$ cat src/hw/rtl/int_to_decimal_ascii_defines.svh
// Assertion macros for the int_to_decimal_ascii block.
// Assertions are removed when SYNTHESIS is defined.
`ifndef INT_TO_DECIMAL_ASCII_DEFINES_SVH
`define INT_TO_DECIMAL_ASCII_DEFINES_SVH
`ifndef SYNTHESIS
`define ITDA_ASSERT(lbl, prop) \
  lbl: assert property (@(posedge clk_i) disable iff (!rst_ni) prop) \
    else $error("itda assertion failed");
`define ITDA_ASSERT_NEVER(lbl, expr) \
  lbl: assert property (@(posedge clk_i) disable iff (!rst_ni) !(expr)) \
    else $error("itda forbidden condition");
`else
`define ITDA_ASSERT(lbl, prop)
`define ITDA_ASSERT_NEVER(lbl, expr)
`endif
`endif

$ cat src/hw/rtl/itda_pkg.sv
package itda_pkg;

  localparam int unsigned ValueW    = 32;
  localparam int unsigned CharW     = 8;
  localparam int unsigned DigW      = 4;
  localparam int unsigned MaxDigits = 10;
  localparam int unsigned CntW      = 4;

  localparam logic [CharW-1:0] CharZero  = 8'h30;
  localparam logic [CharW-1:0] CharMinus = 8'h2D;
  localparam logic [CharW-1:0] CharNine  = 8'h39;

  // quotient by ten: floor(x * ceil(2^35 / 10) / 2^35), exact for 32-bit x
  localparam logic [ValueW-1:0] RecipMul   = 32'hCCCC_CCCD;
  localparam int unsigned       RecipShift = 35;

  typedef struct packed {
    logic load;
    logic divide;
    logic emit_sign;
    logic emit_digit;
  } cmd_t;

  typedef struct packed {
    logic quo_zero;
    logic neg;
    logic last_digit;
    logic out_free;
  } sts_t;

endpackage

$ cat src/hw/rtl/itda_ctrl.sv
module itda_ctrl (
  input  logic            clk_i,
  input  logic            rst_ni,
  input  logic            in_valid_i,
  output logic            in_ready_o,
  input  itda_pkg::sts_t  sts_i,
  output itda_pkg::cmd_t  cmd_o
);

  localparam logic [1:0] StIdle = 2'd0;
  localparam logic [1:0] StConv = 2'd1;
  localparam logic [1:0] StSign = 2'd2;
  localparam logic [1:0] StEmit = 2'd3;

  logic [1:0] state_q, state_d;

  always_comb begin
    state_d = state_q;
    cmd_o   = '0;
    case (state_q)
      StIdle: begin
        if (in_valid_i) begin
          cmd_o.load = 1'b1;
          state_d    = StConv;
        end
      end
      StConv: begin
        cmd_o.divide = 1'b1;
        if (sts_i.quo_zero) begin
          state_d = sts_i.neg ? StSign : StEmit;
        end
      end
      StSign: begin
        if (sts_i.out_free) begin
          cmd_o.emit_sign = 1'b1;
          state_d         = StEmit;
        end
      end
      StEmit: begin
        if (sts_i.out_free) begin
          cmd_o.emit_digit = 1'b1;
          if (sts_i.last_digit) begin
            state_d = StIdle;
          end
        end
      end
      default: begin
        state_d = StIdle;
      end
    endcase
  end

  assign in_ready_o = (state_q == StIdle);

  always_ff @(posedge clk_i or negedge rst_ni) begin
    if (!rst_ni) begin
      state_q <= StIdle;
    end else begin
      state_q <= state_d;
    end
  end

endmodule

$ cat config.mk
export PLATFORM = sky130hd
export DESIGN_NAME = itda_ctrl
export DESIGN_NICKNAME = d
export VERILOG_FILES = /design/src/hw/rtl/int_to_decimal_ascii_defines.svh /design/src/hw/rtl/itda_pkg.sv /design/src/hw/rtl/itda_ctrl.sv
export SDC_FILE = /design/constraint.sdc
export NUM_CORES = 1
export LEC_CHECK = 0
export BUFFER_PORTS_ARGS = -buffer_cell sky130_fd_sc_hd__buf_2
export CAP_MARGIN = 20
export CORE_AREA = 4 4 41 43
export CTS_BUF_LIST = sky130_fd_sc_hd__clkbuf_4 sky130_fd_sc_hd__clkbuf_8
export CTS_CLUSTER_DIAMETER = 150
export DETAILED_ROUTE_END_ITERATION = 8
export DIE_AREA = 0 0 45 47
export PLACE_DENSITY_LB_ADDON = 0.08
export SYNTH_ARGS = -nofsm -noshare
export SYNTH_HDL_FRONTEND = slang
export SYNTH_SLANG_ARGS = --single-unit
$ cat constraint.sdc
create_clock -name clk_i -period 1.7 [get_ports clk_i]
set_input_delay 0.425 -clock clk_i [delete_from_list [all_inputs] [get_ports clk_i]]
set_output_delay 0.425 -clock clk_i [all_outputs]
set_load 0.01 [all_outputs]
==> summary.txt <==
run status - completed
final hold vios - 0
static power due to leakage - 0.165 nW
wire length reported by the detailed router - 477 um
vias - 189
Starting Density - 15.8%
gr usage total - 5.37%
number of diodes added for antenna fixing - 0
antenna viol nets, final - 0
share of Yosys cell area claimed by the top area cell type - 24.4%
YS warnings - 0
ratio of cells with drive above 1 in the final layout - 54.3%
buffering stage count on the worst path with inverters included - 2
Max FO, Critical Path - 4
area of the core region - 1300 sq um
pins over their slew limit - 0
per-cell routed wire length - 9.54 um
Post-Syn Nets - 31
unique cell type count in the Yosys netlist - 12
RSZ-0062 raised after global routing - false
CTS H-tree depth - 1
Remaining Overflow, GRT - 0
synthesized area divided by synthesized cell count - 10.3 sq um
largest registers in the final layout - state_q x2
number of sinks on the clock net - 2
Slew Limit Headroom - 86.7%
area growth from synthesis to final layout - 52.4%
worst path setup slack after routing - 0.0776 ns
final period utilization - 95.4%
Post-DP Area - 279 sq um
TritonCTS clock tree - yes
number of antenna violations at the first check in global routing - 0
number of DRC markers after the initial detailed-route iteration - 0
final period demand of the worst path - 1.62 ns
Max IR drop VDD - 0.000359 V
final worst clock skew - 0.000933 ns
Setup Total Neg Slack - 0 ns
Startpoint Class - flip-flop
vias in the first global route - 193
root buf cell - clkbuf_4
buffers inserted during post-CTS setup optimization - 0
number of search-and-repair iterations in the first detailed-routing pass - 1
post-synthesis instance area - 205 sq um
top cells by area, synth - dfrtp_1 24%, ha_1 24%, mux2_1 11%, o2111ai_2 7.3%, and2_1 6.1%
Max Clk Rate - 0.616 GHz
slowest CP cell - dfrtp_1
crit-path cells - inv_1, ha_1, and2_1, buf_2
largest net degree at the start of global routing - 7
flip-flop count of the largest register, all copies and words added - 2
number of buffers added by the clock tree synthesis step - 3
power density normalized to cell area - 1670 nW/um^2
required time of the worst setup path - 1.27 ns
GPL Wtd Cong - 0.692
largest area contributor in the netlist - dfrtp_1
clock slew seen by the registers of the worst setup and hold paths - 0.03 ns
die width - 45 um
global-route wire length before repair - 793 um
die outline height - 47 um
total net switching power - 211 uW
number of cell rows - 13
part of the Yosys area used for sequential elements - 24.4%
detailed placer's ending HPWL - 416 um
Worst Max-Slew Pin Slew - 0.200 ns
peak per-stage delay on the critical path - 0.39 ns
DRC Markers - 0
proportion of power drawn by the clock network - 19.3%
part of the total power dissipated in combinational logic - 59.1%
type of element capturing the critical path - output port
Largest delay share family, worst path - flip-flops
worst min-delay path category - input pin to asynchronous set/reset pin
register with the most flip-flops - state_q
number of violations of the max-capacitance limit - 0
clock buffer depth - 2
total internal power - 310 uW
I/O pin cnt - 12
Setup Viol. Count Final - 0
clock insertion delay at the later pin of the skew report - 0.22 ns
Switching Share - 40.6%
Vias/cell - 3.78
Gate Count Post-Synth - 20
power share of the sequential group - 21.6%
Seq cells post-synth - 2
Final Net Count - 48
input/output buffers - 11
Worst Path Arrival - 1.20 ns
post-route cell area - 313 sq um
Place WS - 0.209 ns
WHS - 0.518 ns
category of the critical setup timing path - flip-flop to output port
full die area - 2120 sq um
## through the flow
step	util (%)	power, mW	cells
CTS	23.9	0.534	50
global route	24.0	0.578	50
global placement	21.4	0.426	46
detailed placement	21.4	0.425	46
finish	24.0	0.521	50
floorplan	-	0.331	20
## cells in the final DEF (no fill, tap or decap), drive strengths merged
cell / count
clkbuf: 3
o21bai: 1
mux2: 2
dfrtp: 2
inv: 3
nand2b: 2
o221ai: 1
o2111ai: 1
nand2: 1
ha: 4
dlygate4sd3: 1
and2: 3
buf: 11
## power by group through the flow
stage	Combinational, mW	Clock, mW	Sequential, mW
2_1_floorplan	0.230	0	0.101
4_1_cts	0.317	0.107	0.111
3_5_place_dp	0.314	0	0.111
5_1_grt	0.354	0.106	0.118
3_3_place_gp	0.313	0	0.113
6_report	0.308	0.100	0.112
## worst paths after layout
check                             end  cells after the start       start  slack [ns]
setup / recovery             cmd_o[3]                      4  state_q[1]        0.08
hold / removal             state_q[1]                      2      rst_ni        0.52
setup reg to reg           state_q[0]                      5  state_q[1]        0.23
hold reg to reg            state_q[1]                      1  state_q[1]        0.57
max in group asynchronous  state_q[0]                      2      rst_ni        1.07
min in group clk_i         state_q[1]                      1  state_q[1]        0.57
## layer usage
metal | track usage (%) | share of wire (%) | wire length, um | up-vias
met5 | 0 | 0 | 0 | -
met3 | 2.30 | 7.8 | 37 | 0
met1 | 5.67 | 43 | 207 | 84
met4 | 3.51 | 0 | 0 | 0
met2 | 8.76 | 49 | 232 | 6
li1 | - | - | - | 99
## synthesized netlist by cell type
| master | number |
|---|---|
| ha_1 | 4 |
| dfrtp_1 | 2 |
| o21bai_2 | 1 |
| o221ai_1 | 1 |
| and2_2 | 1 |
| nand2b_1 | 2 |
| and2_1 | 2 |
| mux2_1 | 2 |
| inv_1 | 2 |
| o2111ai_2 | 1 |
| inv_2 | 1 |
| nand2_1 | 1 |
## area by class of cell
class	count	area [sq um]
fillers	156	988
multi-input cells	15	144
repair buffers	12	65.1
flip-flops and latches	2	51.3
clock buffers	3	22.5
well taps	15	18.8
inverters	3	11.3
## repair_timing
action | CTS | global route
hold buffers | 1 | 0
resized for setup | 0 | 1
endpoints found under the setup margin | 0 | 3
hold endpoints to repair | 2 | 0
## kinds of logic after synthesis
group | Yosys count | share of synthesized area [%]
flops | 2 | 24.4
mux | 2 | 11.0
simple gates | 6 | 17.7
fa+ha+maj | 4 | 24.4
buf+inv | 3 | 5.49
compound gates | 3 | 17.1
(Power assumes the default switching activity.)
